`src/hdl/bpd_pkg.sv`:
```
// Shared types, constants and helpers of the breath phase detector.
// Depends on nothing; used by every module of the block.
package bpd_pkg;

  localparam int WINDOW = 20;
  localparam int IDX_W  = $clog2(WINDOW);

  typedef logic signed [15:0] flow_t;
  typedef logic signed [16:0] slope_t;
  typedef logic [7:0]         run_t;

  typedef enum logic [2:0] {
    STAGE_NONE      = 3'd0,
    STAGE_INS_START = 3'd1,
    STAGE_INS_END   = 3'd2,
    STAGE_EX_START  = 3'd3,
    STAGE_EX_END    = 3'd4
  } stage_t;

  typedef enum logic [1:0] {
    SEQ_IDLE,
    SEQ_SCAN,
    SEQ_DECIDE
  } seq_state_t;

  localparam logic [2:0] REG_SPLIT_LEVEL   = 3'd0;
  localparam logic [2:0] REG_SWING_LIMIT   = 3'd1;
  localparam logic [2:0] REG_RISE_SLOPE    = 3'd2;
  localparam logic [2:0] REG_FALL_SLOPE    = 3'd3;
  localparam logic [2:0] REG_RUN_NEEDED    = 3'd4;
  localparam logic [2:0] REG_HOLD_TIMEOUT  = 3'd5;

  localparam flow_t       RST_SPLIT_LEVEL   = 16'sd0;
  localparam logic [15:0] RST_SWING_LIMIT   = 16'd800;
  localparam slope_t      RST_RISE_SLOPE    = 17'sd50;
  localparam slope_t      RST_FALL_SLOPE    = -17'sd40;
  localparam run_t        RST_RUN_NEEDED    = 8'd5;
  localparam logic [15:0] RST_HOLD_TIMEOUT  = 16'd250;

  localparam run_t RUN_MAX = 8'd255;

  typedef struct packed {
    flow_t       split_level;
    logic [15:0] swing_limit;
    slope_t      rise_slope;
    slope_t      fall_slope;
    run_t        run_needed;
    logic [15:0] hold_timeout;
  } cfg_t;

  typedef struct packed {
    logic load;
    logic rotate;
    logic first;
    logic pair_valid;
  } scan_ctrl_t;

  typedef struct packed {
    flow_t hi;
    flow_t lo;
    run_t  rise_cand;
    run_t  fall_cand;
  } scan_result_t;

  function automatic run_t sat_inc(input run_t c);
    return (c == RUN_MAX) ? RUN_MAX : run_t'(c + 8'd1);
  endfunction

endpackage

```
`src/hdl/breath_phase_detector.sv`:
```
// Breath phase detector: one result per flow sample. An accepted sample
// is shifted into the window, which then rotates one step per cycle
// through the shared compare unit before the result is registered; no new
// sample is accepted until then. The output register lets the next
// sample enter while a result waits. Synchronous reset clears the window,
// run counters, stage, hold timer and loads the register defaults.
module breath_phase_detector (
  input  logic        clk,
  input  logic        rst,
  input  logic        s_tvalid,
  output logic        s_tready,
  input  logic [15:0] s_tdata,   // [15:0] flow_sample
  output logic        m_tvalid,
  input  logic        m_tready,
  output logic [7:0]  m_tdata,   // [2:0] stage, [3] timed_out, [7:4] zero
  input  logic        cfg_valid,
  output logic        cfg_ready,
  input  logic [2:0]  cfg_index,
  input  logic [16:0] cfg_data
);

  bpd_pkg::seq_state_t       state;
  bpd_pkg::seq_state_t       state_next;
  logic [bpd_pkg::IDX_W-1:0] idx;
  logic [bpd_pkg::IDX_W-1:0] idx_next;
  bpd_pkg::scan_ctrl_t       ctrl;
  logic                      update;
  logic                      last_step;

  bpd_pkg::cfg_t             cfg;
  bpd_pkg::flow_t            tap0;
  bpd_pkg::flow_t            tap1;
  bpd_pkg::flow_t            newest;
  bpd_pkg::scan_result_t     res;
  bpd_pkg::run_t             rise_run;
  bpd_pkg::run_t             fall_run;
  bpd_pkg::stage_t           stage_next;
  logic                      timed_out;

  assign cfg_ready = 1'b1;
  assign last_step = idx == bpd_pkg::IDX_W'(bpd_pkg::WINDOW - 1);

  always_ff @(posedge clk) begin
    if (rst) begin
      cfg.split_level   <= bpd_pkg::RST_SPLIT_LEVEL;
      cfg.swing_limit   <= bpd_pkg::RST_SWING_LIMIT;
      cfg.rise_slope    <= bpd_pkg::RST_RISE_SLOPE;
      cfg.fall_slope    <= bpd_pkg::RST_FALL_SLOPE;
      cfg.run_needed    <= bpd_pkg::RST_RUN_NEEDED;
      cfg.hold_timeout  <= bpd_pkg::RST_HOLD_TIMEOUT;
    end else if (cfg_valid) begin
      case (cfg_index)
        bpd_pkg::REG_SPLIT_LEVEL:   cfg.split_level   <= cfg_data[15:0];
        bpd_pkg::REG_SWING_LIMIT:   cfg.swing_limit   <= cfg_data[15:0];
        bpd_pkg::REG_RISE_SLOPE:    cfg.rise_slope    <= cfg_data;
        bpd_pkg::REG_FALL_SLOPE:    cfg.fall_slope    <= cfg_data;
        bpd_pkg::REG_RUN_NEEDED:    cfg.run_needed    <= cfg_data[7:0];
        bpd_pkg::REG_HOLD_TIMEOUT:  cfg.hold_timeout  <= cfg_data[15:0];
        default: ;
      endcase
    end
  end

  always_ff @(posedge clk) begin
    if (rst) begin
      state <= bpd_pkg::SEQ_IDLE;
      idx   <= '0;
    end else begin
      state <= state_next;
      idx   <= idx_next;
    end
  end

  always_comb begin
    state_next      = state;
    idx_next        = idx;
    ctrl            = '0;
    update          = 1'b0;
    s_tready        = 1'b0;
    case (state)
      bpd_pkg::SEQ_IDLE: begin
        s_tready = 1'b1;
        if (s_tvalid) begin
          ctrl.load  = 1'b1;
          idx_next   = '0;
          state_next = bpd_pkg::SEQ_SCAN;
        end
      end
      bpd_pkg::SEQ_SCAN: begin
        ctrl.rotate     = 1'b1;
        ctrl.first      = idx == '0;
        ctrl.pair_valid = !last_step;
        idx_next        = idx + 1'b1;
        if (last_step) begin
          idx_next   = '0;
          state_next = bpd_pkg::SEQ_DECIDE;
        end
      end
      bpd_pkg::SEQ_DECIDE: begin
        if (!m_tvalid || m_tready) begin
          update     = 1'b1;
          state_next = bpd_pkg::SEQ_IDLE;
        end
      end
      default: state_next = bpd_pkg::SEQ_IDLE;
    endcase
  end

  always_ff @(posedge clk) begin
    if (rst) begin
      m_tvalid <= 1'b0;
    end else if (update) begin
      m_tvalid <= 1'b1;
    end else if (m_tready) begin
      m_tvalid <= 1'b0;
    end
  end

  always_ff @(posedge clk) begin
    if (update) begin
      m_tdata <= {4'b0000, timed_out, 3'(stage_next)};
    end
  end

  bpd_window u_window (
    .clk    (clk),
    .rst    (rst),
    .ctrl   (ctrl),
    .sample (s_tdata),
    .tap0   (tap0),
    .tap1   (tap1),
    .newest (newest)
  );

  bpd_scan_unit u_scan (
    .clk      (clk),
    .ctrl     (ctrl),
    .tap0     (tap0),
    .tap1     (tap1),
    .cfg      (cfg),
    .rise_run (rise_run),
    .fall_run (fall_run),
    .res      (res)
  );

  bpd_phase u_phase (
    .clk        (clk),
    .rst        (rst),
    .update     (update),
    .sample     (newest),
    .cfg        (cfg),
    .res        (res),
    .rise_run   (rise_run),
    .fall_run   (fall_run),
    .stage_next (stage_next),
    .timed_out  (timed_out)
  );

endmodule

```
`src/hdl/bpd_window.sv`:
```
// Sample window of the breath phase detector: shift-in and rotate register.
// Depends on bpd_pkg.
module bpd_window (
  input  logic                clk,
  input  logic                rst,
  input  bpd_pkg::scan_ctrl_t ctrl,
  input  bpd_pkg::flow_t      sample,
  output bpd_pkg::flow_t      tap0,
  output bpd_pkg::flow_t      tap1,
  output bpd_pkg::flow_t      newest
);

  bpd_pkg::flow_t win [bpd_pkg::WINDOW];

  always_ff @(posedge clk) begin
    if (rst) begin
      for (int i = 0; i < bpd_pkg::WINDOW; i++) begin
        win[i] <= '0;
      end
    end else if (ctrl.load) begin
      for (int i = 0; i < bpd_pkg::WINDOW - 1; i++) begin
        win[i] <= win[i + 1];
      end
      win[bpd_pkg::WINDOW - 1] <= sample;
    end else if (ctrl.rotate) begin
      for (int i = 0; i < bpd_pkg::WINDOW - 1; i++) begin
        win[i] <= win[i + 1];
      end
      win[bpd_pkg::WINDOW - 1] <= win[0];
    end
  end

  assign tap0   = win[0];
  assign tap1   = win[1];
  assign newest = win[bpd_pkg::WINDOW - 1];

endmodule

```
`src/hdl/bpd_scan_unit.sv`:
```
// Shared compare unit: running min/max and rise/fall run candidates per step.
// Depends on bpd_pkg.
module bpd_scan_unit (
  input  logic                  clk,
  input  bpd_pkg::scan_ctrl_t   ctrl,
  input  bpd_pkg::flow_t        tap0,
  input  bpd_pkg::flow_t        tap1,
  input  bpd_pkg::cfg_t         cfg,
  input  bpd_pkg::run_t         rise_run,
  input  bpd_pkg::run_t         fall_run,
  output bpd_pkg::scan_result_t res
);

  bpd_pkg::slope_t diff;

  assign diff = bpd_pkg::slope_t'(tap1) - bpd_pkg::slope_t'(tap0);

  always_ff @(posedge clk) begin
    if (ctrl.load) begin
      res.rise_cand <= rise_run;
      res.fall_cand <= fall_run;
    end else if (ctrl.rotate) begin
      if (ctrl.first) begin
        res.hi <= tap0;
        res.lo <= tap0;
      end else begin
        if (tap0 > res.hi) res.hi <= tap0;
        if (tap0 < res.lo) res.lo <= tap0;
      end
      if (ctrl.pair_valid) begin
        res.rise_cand <= (diff > cfg.rise_slope) ? bpd_pkg::sat_inc(res.rise_cand) : '0;
        res.fall_cand <= (diff < cfg.fall_slope) ? bpd_pkg::sat_inc(res.fall_cand) : '0;
      end
    end
  end

endmodule

```
`src/hdl/bpd_phase.sv`:
```
// Phase state of the breath phase detector: run counters, stage and hold timer.
// Depends on bpd_pkg.
module bpd_phase (
  input  logic                  clk,
  input  logic                  rst,
  input  logic                  update,
  input  bpd_pkg::flow_t        sample,
  input  bpd_pkg::cfg_t         cfg,
  input  bpd_pkg::scan_result_t res,
  output bpd_pkg::run_t         rise_run,
  output bpd_pkg::run_t         fall_run,
  output bpd_pkg::stage_t       stage_next,
  output logic                  timed_out
);

  bpd_pkg::stage_t cur_stage;
  bpd_pkg::stage_t prev_stage;
  logic [15:0]     hold_ticks;

  bpd_pkg::run_t   rise_run_next;
  bpd_pkg::run_t   fall_run_next;
  bpd_pkg::stage_t prev_stage_next;
  logic [15:0]     hold_ticks_next;
  bpd_pkg::stage_t st;
  bpd_pkg::slope_t swing;
  logic            big;
  logic            above;
  logic            below;

  assign swing = bpd_pkg::slope_t'(res.hi) - bpd_pkg::slope_t'(res.lo);
  assign big   = swing[15:0] > cfg.swing_limit;
  assign above = sample > cfg.split_level;
  assign below = sample < cfg.split_level;

  always_comb begin
    rise_run_next   = rise_run;
    fall_run_next   = fall_run;
    st              = cur_stage;
    prev_stage_next = prev_stage;
    hold_ticks_next = hold_ticks;
    timed_out       = 1'b0;
    if (big) begin
      if (above) begin
        rise_run_next = res.rise_cand;
        fall_run_next = '0;
      end else if (below) begin
        rise_run_next = '0;
        fall_run_next = res.fall_cand;
      end
      if (rise_run_next >= cfg.run_needed &&
          (st == bpd_pkg::STAGE_EX_END || st == bpd_pkg::STAGE_NONE)) begin
        st = bpd_pkg::STAGE_INS_START;
      end
      if (fall_run_next >= cfg.run_needed && st == bpd_pkg::STAGE_INS_END) begin
        st = bpd_pkg::STAGE_EX_START;
      end
    end else begin
      if (st == bpd_pkg::STAGE_INS_START && above) begin
        st = bpd_pkg::STAGE_INS_END;
      end else if (st == bpd_pkg::STAGE_EX_START && below) begin
        st = bpd_pkg::STAGE_EX_END;
      end
    end
    if (st != prev_stage) begin
      hold_ticks_next = '0;
      prev_stage_next = st;
    end else if (hold_ticks >= cfg.hold_timeout) begin
      hold_ticks_next = '0;
      st              = bpd_pkg::STAGE_NONE;
      timed_out       = 1'b1;
    end else begin
      hold_ticks_next = hold_ticks + 16'd1;
    end
    stage_next = st;
  end

  always_ff @(posedge clk) begin
    if (rst) begin
      rise_run   <= '0;
      fall_run   <= '0;
      cur_stage  <= bpd_pkg::STAGE_NONE;
      prev_stage <= bpd_pkg::STAGE_NONE;
      hold_ticks <= '0;
    end else if (update) begin
      rise_run   <= rise_run_next;
      fall_run   <= fall_run_next;
      cur_stage  <= stage_next;
      prev_stage <= prev_stage_next;
      hold_ticks <= hold_ticks_next;
    end
  end

endmodule

```
`config.mk`:
```
export PLATFORM = sky130hd
export DESIGN_NAME = breath_phase_detector
export DESIGN_NICKNAME = d
export VERILOG_FILES = /design/src/hdl/bpd_pkg.sv /design/src/hdl/breath_phase_detector.sv /design/src/hdl/bpd_window.sv /design/src/hdl/bpd_scan_unit.sv /design/src/hdl/bpd_phase.sv
export SDC_FILE = /design/constraint.sdc
export NUM_CORES = 1
export LEC_CHECK = 0
export ABC_AREA = 0
export BUFFER_PORTS_ARGS = -buffer_cell sky130_fd_sc_hd__buf_2
export CELL_PAD_IN_SITES_DETAIL_PLACEMENT = 0
export CELL_PAD_IN_SITES_GLOBAL_PLACEMENT = 2
export CORE_MARGIN = 1
export CORE_UTILIZATION = 35
export DETAILED_ROUTE_END_ITERATION = 6
export GPL_ROUTABILITY_DRIVEN = 0
export PLACE_DENSITY_LB_ADDON = 0.12
export SLEW_MARGIN = 20
export SYNTH_ARGS = -nofsm -noshare
export SYNTH_HDL_FRONTEND = slang
export SYNTH_SLANG_ARGS = --single-unit
```
`constraint.sdc`:
```
create_clock -name clk -period 7.45 [get_ports clk]
set_input_delay 1.1175 -clock clk [delete_from_list [all_inputs] [get_ports clk]]
set_output_delay 1.1175 -clock clk [all_outputs]
set_load 0.01 [all_outputs]
```
### Yosys cells after proc, flatten, opt, wreduce, memory -nomap -nowiden

Memory sizes are Yosys's and may differ from the RTL's.
Cells that the tools add are included.

| cells by class | value |
|---|---|
| $add $sub $neg | 6 |
| $mul | 0 |
| div/mod/pow operators | 0 |
| $lt $le $gt $ge | 10 |
| eq/ne operators | 18 |
| shift-type cells | 0 |
| mux-type cells | 91 |
| bitwise logic cells | 41 |
| reductions and logical operators | 31 |

Operator list:

| kind | count |
|---|---|
| $mux 16 | 47 |
| $mux 8 | 10 |
| $gt 16x16->1 | 3 |
| $or 1x1->1 | 40 |
| $lt 16x16->1 | 2 |
| $mux 32 | 1 |
| $mux 3 | 9 |
| $reduce_and 2->1 | 10 |
| $gt 17x17->1 | 1 |
| $lt 17x17->1 | 1 |
| $mux 1 | 17 |
| $sub 16x16->17 | 1 |
| $add 16x1->16 const B | 1 |
| $add 8x1->8 const B | 2 |
| $eq 8x8->1 const B | 2 |
| $ge 16x16->1 | 1 |
| $ge 8x8->1 | 2 |
| $sub 16x16->16 | 1 |
| $eq 3x2->1 const B | 4 |
| $reduce_bool 2->1 | 6 |
| $mux 5 | 2 |
| $pmux 5 s2 | 1 |
| $eq 3x3->1 const B | 3 |
| $reduce_and 3->1 | 3 |
| other kinds (16) | 27 |

| word-level totals | value |
|---|---|
| register bits after elaboration | 188 |
| latch bits | 0 |
| memory bits (writable) | 320 |
| ROM bits | 0 |
| bits of input ports | 41 |
| output and inout bits | 11 |
| logic and storage cells | 218 |
| memories kept | 1 |

Memory list:

| memory | words | bits a word | rd ports | clocked after memory_dff | write ports | RTL line | source |
|---|---|---|---|---|---|---|---|
| u_window.win | 20 | 16 | 20 | 0 | 20 | bpd_window.sv:13 | `bpd_pkg::flow_t win [bpd_pkg::WINDOW];` |

### Longest topological paths before layout

Gate-level depths: netlist of run 1.
An unclocked memory read counts as a cell.

| logic depth | value |
|---|---|
| depth in word-level cells | 15 |
| mapped depth | 26 |
| mapped depth without buffers | 25 |

### Modules after synthesis

From an unflattened synthesis of run 1, not the netlist that was laid out.

| second synthesis, totals | value |
|---|---|
| cell total of the unflattened synthesis | 2,304 |
| area total of the unflattened synthesis | 25,809.8 µm² |

Modules (own cells, without submodules):

| module | times used | cells an instance | area an instance (µm²) | seq. area each (µm²) |
|---|---|---|---|---|
| bpd_window | 1 | 766 | 12,949.9 | 9,609.2 |
| bpd_scan_unit | 1 | 479 | 4,523.1 | 1,441.4 |
| bpd_phase | 1 | 603 | 4,460.5 | 760.7 |
| breath_phase_detector | 1 | 456 | 3,876.2 | 2,082.0 |

### Worst setup path after synthesis of run 1

No wires, ideal clock.

| timing | value |
|---|---|
| path type | input -> register |
| from | input port s_tvalid |
| to | memory u_window.win[0][0] (netlist name), enable pin |
| data arrival time | 7.467 ns |
| data required time | 6.797 ns |
| setup slack | -0.670 ns |
| stages | 4 |
| path buffers | 1 |
| path through | and2_1 clkbuf_1 nor3_1 inv_1 |

RTL lines:

| what | RTL line | source |
|---|---|---|
| start, declared | breath_phase_detector.sv:10 | `input logic s_tvalid,` |
| end, declared | bpd_window.sv:13 |  |

### Final worst setup path of run 1

| timing | value |
|---|---|
| from | register u_scan.res[32] (netlist name) |
| to | register u_phase.hold_ticks[14] |

| between the ends | value |
|---|---|
| word-level cells in the longest chain between the ends | 5 |

RTL lines:

| what | RTL line | source |
|---|---|---|
| $sub 16x16->16 | bpd_phase.sv:30 | `assign swing = bpd_pkg::slope_t'(res.hi) - bpd_pkg::slope_t'(res.lo);` |
| $gt 16x16->1 | bpd_phase.sv:31 | `assign big = swing[15:0] > cfg.swing_limit;` |
| $mux 3 | bpd_phase.sv:42 | `if (big) begin` |
| $ne 3x3->1 | bpd_phase.sv:64 | `if (st != prev_stage) begin` |
| $mux 16 | bpd_phase.sv:64 |  |
| end signal, assigned | bpd_phase.sv:89 | `hold_ticks <= hold_ticks_next;` |
| end, declared | bpd_phase.sv:18 | `logic [15:0] hold_ticks;` |

No other way between the ends.
A chain may end at the register's enable or synchronous reset.

==> metrics.cfg, run 1 <==
[synth]
avgSynthCellArea_um2=11.03
synth_area_leaders=edfxtp_1 (46%), dfxtp_1 (11%), ha_1 (8.5%)
yosysWarnings=0
synth.top_cell.area_share_pct=46.18
synth_area_leader_cell=edfxtp_1
synthArstFlopShare_pct=0
synth_cell_types=81
yosysSeqAreaShare_pct=57.44
synth_area_mm2=0.02419
ys_ff_latch=508
netlist_instances=2192
ys.flop_type=edfxtp_1
synth_edf_count=372

[timing]
finClkSkew_ps=59.05
hold_viol=0
fin_crit_sh_pct=84.92
finalCriticalPeriod_ps=6327
tightest_slew_ps=1185
fin_tns_setup_ps=0
max_freq_mhz=158.1
rsz0062_at_grt=false
holdWs_ps=453.4
slew_viol_final=0
setup_violations=0
max_slew_margin_pct=21.00

[worst_setup_path]
max_stage_delay_ps=600
cp.arrival_ps=6870
end_kind=flip-flop
r2r-end=u_phase.hold_ticks[14]
cp_common_cell=a21oi_1
rrSetupSlack_ps=1120
cpLargestDelayFamily=compound AO/OA/AOI/OAI gates
worstRegToRegCells=25
cp_slowest_cell=nor3_4
required_ps=7990
r2r-start=u_scan.res[32]
critPathBufInv=2
crit_fanout=17
critPathLaunchType=flip-flop
worstSetupPathType=flip-flop to flip-flop

[power_and_ir_drop]
ir_drop_uv=147.1
power_density_mw_per_mm2=286.4
leakage_nw=11.00

[min_path]
worstHoldEndpoint=cfg[24]
holdPathStages=2
hp-start=cfg[24]
hold_class=flip-flop to flip-flop

[clocking]
clkLatencyLatePin_ps=650
post_cts_buffers=0
cts_tree=done
hold_buffers=0
cts_root_buffer=clkbuf_16
htreeDepth=2
clk_path_buf_depth=3
cts_sinks=508
numCtsBuffers=59
cts_resized=0
path_clk_slew_ps=50

[place]
io_buffers=46
dpl.hpwl_mm=36.87

[detailed_routing]
wl_per_cell_um=17.54
drtAntennaViolNets=0
drt_iter0_drc=930
routed_wirelength_mm=55.37
viasPerCell=4.845
post-route-drc-count=0
first_pass_iters=5
vias=15297

[layout]
final_core_util_pct=39.88
n_antenna_cell=0
nets=2432
drive_gt1_share_pct=7.560
fill_cells=6615
final_common_cell=edfxtp_1
most-common-layout-cells=edfxtp_1 (372), nand2_1 (301), and2_1 (292)
regArea_mm2=0.01389
multi_input_area_mm2=0.009330
syn_to_final_growth_pct=12.88

[floorplan]
fp.dieW_um=264.9
initial_utilization_pct=35.33
die_area_mm2=0.07016
die_h_um=264.9
io_pins=52
row_count=96
coreArea_mm2=0.06847

[global_route]
grt_pass1_wl_mm=87.74
track_usage_pct=15.98
grt_overflow_total=0
grt_start_max_net_pins=288
grt_pass1_vias=15208
antenna_found_initial=4

[run]
cap_violations=0

[status]
status=finished, final reports clean

[worst max-delay path by stage]
stage,startpoint,endpoint,slack (ps),depth (start not counted)
after floorplan,s_tvalid,u_window.win[0][0],500,4
after global placement,u_scan.res[32],u_phase.hold_ticks[12],1320,25
after detailed placement,u_scan.res[32],u_phase.hold_ticks[14],1170,25
after CTS,u_scan.res[32],u_phase.hold_ticks[14],1100,25
after global routing,u_scan.res[32],u_phase.hold_ticks[9],580,25
final,u_scan.res[32],u_phase.hold_ticks[14],1120,25
[logic make-up after synthesis]
kind of cell | share of synthesized area [%]
compound gates | 9.389
other cells | 0.03105
fa+ha+maj | 8.649
flops | 57.44
xor+xnor | 1.267
buf+inv | 4.087
simple gates | 18.61
mux | 0.5276
[metal layers]
metal / wire length (um) / up-vias / global-route usage (%)
li1: - / 7698 / -
met1: 27210 / 7337 / 22.73
met2: 25310 / 204 / 25.26
met3: 1930 / 58 / 2.601
met4: 925 / 0 / 4.015
met5: 0 / - / 0
[cell usage after synthesis (all sizes together), types with 24 or more instances]
cell type  count
dfxtp        136
ha           164
nand2        301
edfxtp       372
a21oi        160
nor2b         46
nand3b        24
xnor2         29
and2         293
nor2          70
nand3         34
a21o          24
clkbuf        78
inv          163
o21ai         39
[worst reg2reg max path, cell delays in order (launching register included)]
cell and delay [ps]:
edfxtp_1 400, inv_1 70, ha_1 150, inv_1 50
fa_1 400, a21o_1 200, a21oi_1 210, o21bai_1 90
a21oi_1 220, o21bai_1 120, a41o_1 270, o41ai_1 430
o21bai_1 120, a21oi_1 190, xnor2_1 160, ha_1 290
a21oi_1 180, nand2_1 70, a221oi_1 390, o211ai_1 260
a2111oi_2 450, a21oi_1 100, nor3_2 270, nand4_4 330
nor3_4 610, a22o_1 220
[registers in the layout (all words and copies together) (netlist names)]
register            flops
u_scan.res             48
u_phase.rise_run        8
u_phase.cur_stage       3
u_phase.hold_ticks     16
m_tdata                 4
u_phase.prev_stage      3
m_tvalid                1
u_window.win          320
idx                     5
cfg                    90
state                   2
u_phase.fall_run        8
[metrics by stage]
step | cell area (um^2) | cells | power [mW] | worst slack [ps]
final | 27300 | 3157 | 7.819 | 1123
after floorplan | 24200 | 2195 | 4.532 | 495.8
after global placement | 25310 | 3046 | 4.930 | 1320
after detailed placement | 25310 | 3046 | 4.949 | 1169
after global routing | 27300 | 3157 | 8.267 | 583.5
after CTS | 27300 | 3157 | 7.962 | 1096
[layout make-up]
class / instances / share of cell area, %
Clock buffer: 78 / 5.815
Clock inverter: 33 / 1.471
Sequential cell: 508 / 50.89
Timing Repair Buffer: 61 / 1.356
Inverter: 163 / 2.255
Tap cell: 882 / 4.042
Multi-Input combinational cell: 1432 / 34.17
[where the power goes]
group | internal, mW | leakage (nW) | switching [mW]
registers | 3.38 | 5.15 | 0.133
clock network | 1.75 | 0.965 | 1.20
logic | 0.527 | 4.89 | 0.835
(Power assumes the default switching activity.)
==> run 2: changes to the inputs <==
==> constraint.sdc (replaced) <==
create_clock -name clk -period 5.9 [get_ports clk]
set_input_delay 0.885 -clock clk [delete_from_list [all_inputs] [get_ports clk]]
set_output_delay 0.885 -clock clk [all_outputs]
set_load 0.01 [all_outputs]
==> metrics.cfg, run 2 (synthesis results as in run 1) <==
[status]
status=finished, final reports clean

[timing]
setup_violations=0
fin_tns_setup_ps=0
finalCriticalPeriod_ps=5513
rsz0062_at_grt=false
slew_viol_final=0
finClkSkew_ps=46.33
hold_viol=0
fin_crit_sh_pct=93.44
tightest_slew_ps=1064
max_slew_margin_pct=29.07
max_freq_mhz=181.4

[detailed_routing]
wl_per_cell_um=17.89
viasPerCell=4.876
routed_wirelength_mm=56.65
drtAntennaViolNets=0
first_pass_iters=4
drt_iter0_drc=994
vias=15442
post-route-drc-count=0

[worst_setup_path]
critPathLaunchType=flip-flop
cp_common_cell=o21bai_1
crit_fanout=14
cp_slowest_cell=or3_1
worstSetupPathType=flip-flop to flip-flop
required_ps=6390
critPathBufInv=4
cpLargestDelayFamily=compound AO/OA/AOI/OAI gates
rrSetupSlack_ps=390
end_kind=flip-flop
cp.arrival_ps=6010
max_stage_delay_ps=420

[layout]
top_regs=u_window.win (320), cfg (90), u_scan.res (48)
most-common-layout-cells=edfxtp_1 (372), nand2_1 (301), and2_1 (291)
drive_gt1_share_pct=8.056
regArea_mm2=0.01389
final_core_util_pct=40.17
final_cells=3167
largest_reg_flops=320
syn_to_final_growth_pct=13.70
nets=2440
multi_input_area_mm2=0.009383
fill_cells=6597
largest-register=u_window.win
final_common_cell=edfxtp_1

[global_route]
grt_overflow_total=0
grt_pass1_vias=15337
track_usage_pct=16.32
grt_pass1_wl_mm=89.11
antenna_found_initial=3
grt_start_max_net_pins=288

[floorplan]
coreArea_mm2=0.06847
die_h_um=264.9
row_count=96
initial_utilization_pct=35.33
fp.dieW_um=264.9
io_pins=52
die_area_mm2=0.07016

[place]
dp.cells=3050
dpl.hpwl_mm=37.32
io_buffers=46

[clocking]
cts_tree=done
clk_path_buf_depth=3
hold_buffers=0
htreeDepth=2
cts_sinks=508
path_clk_slew_ps=60
cts_root_buffer=clkbuf_16
numCtsBuffers=60
clkLatencyLatePin_ps=640

[power_and_ir_drop]
p_total_mw=9.972
leakage_nw=11.09
ir_drop_uv=195.4
power_density_mw_per_mm2=362.6

[run]
cap_violations=0

[min_path]
hold_class=flip-flop to flip-flop

## run 2: cell types whose count changed in the layout (fill, tap and decap cells not counted), sizes merged
cell,previous run,this run
clkbuf,78,84
diode,0,1
bufinv,7,5
inv,164,162
buf,61,68
clkinvlp,3,2
clkinv,22,23
## run 2: final timing paths
check | start | to | cells after the start
worst max-delay path | u_scan.res[32] | u_phase.hold_ticks[8] | 26
worst max register to register | u_scan.res[32] | u_phase.hold_ticks[8] | 26
worst min register to register | cfg[24] | cfg[24] | 2
worst min-delay path | cfg[24] | cfg[24] | 2
## run 2: metal layers
| layer | track usage, % | wire (um) |
|---|---|---|
| met1 | 23.33 | 28210 |
| met2 | 25.93 | 25630 |
| met3 | 2.044 | 1550 |
| met4 | 4.562 | 1254 |
| met5 | 0 | 0 |
## run 2: timing repair
action	in CTS	in global routing
setup endpoints to repair	14	24
buffers inserted	1	1
pin swaps	1	2
resized for setup	0	7
## run 2: cell type report
class / count / share of cell area, %
sequential: 508 / 50.52
multi-input combinational: 1432 / 34.12
clock buffer: 84 / 6.238
tap: 882 / 4.013
inverter: 163 / 2.239
timing repair buffer: 68 / 1.702
clock inverter: 29 / 1.160
antenna: 1 / 0.009100
## run 2: metrics by stage
| stage | hold WS [ps] | instance area, um^2 | setup WS [ps] |
|---|---|---|---|
| 4_1_cts | 455.4 | 27420 | 25.47 |
| 5_1_grt | 468.4 | 27500 | 1.235 |
| 2_1_floorplan | 433.6 | 24230 | -417.8 |
| 3_5_place_dp | 447.3 | 25360 | -14.35 |
| 6_report | 451.0 | 27500 | 387.2 |
| 3_3_place_gp | 445.1 | 25360 | 73.69 |
## run 2: where the power goes
group	total, mW	internal (mW)	leakage, nW	switching [mW]
logic	1.79	0.712	4.95	1.07
registers	4.43	4.26	5.15	0.168
clock network	3.76	2.25	0.988	1.51
## run 2: worst min-delay path: stages, from the launching register on
cell and delay [ps]:
dfxtp_1 300, nand2_1 50, a21oi_1 50
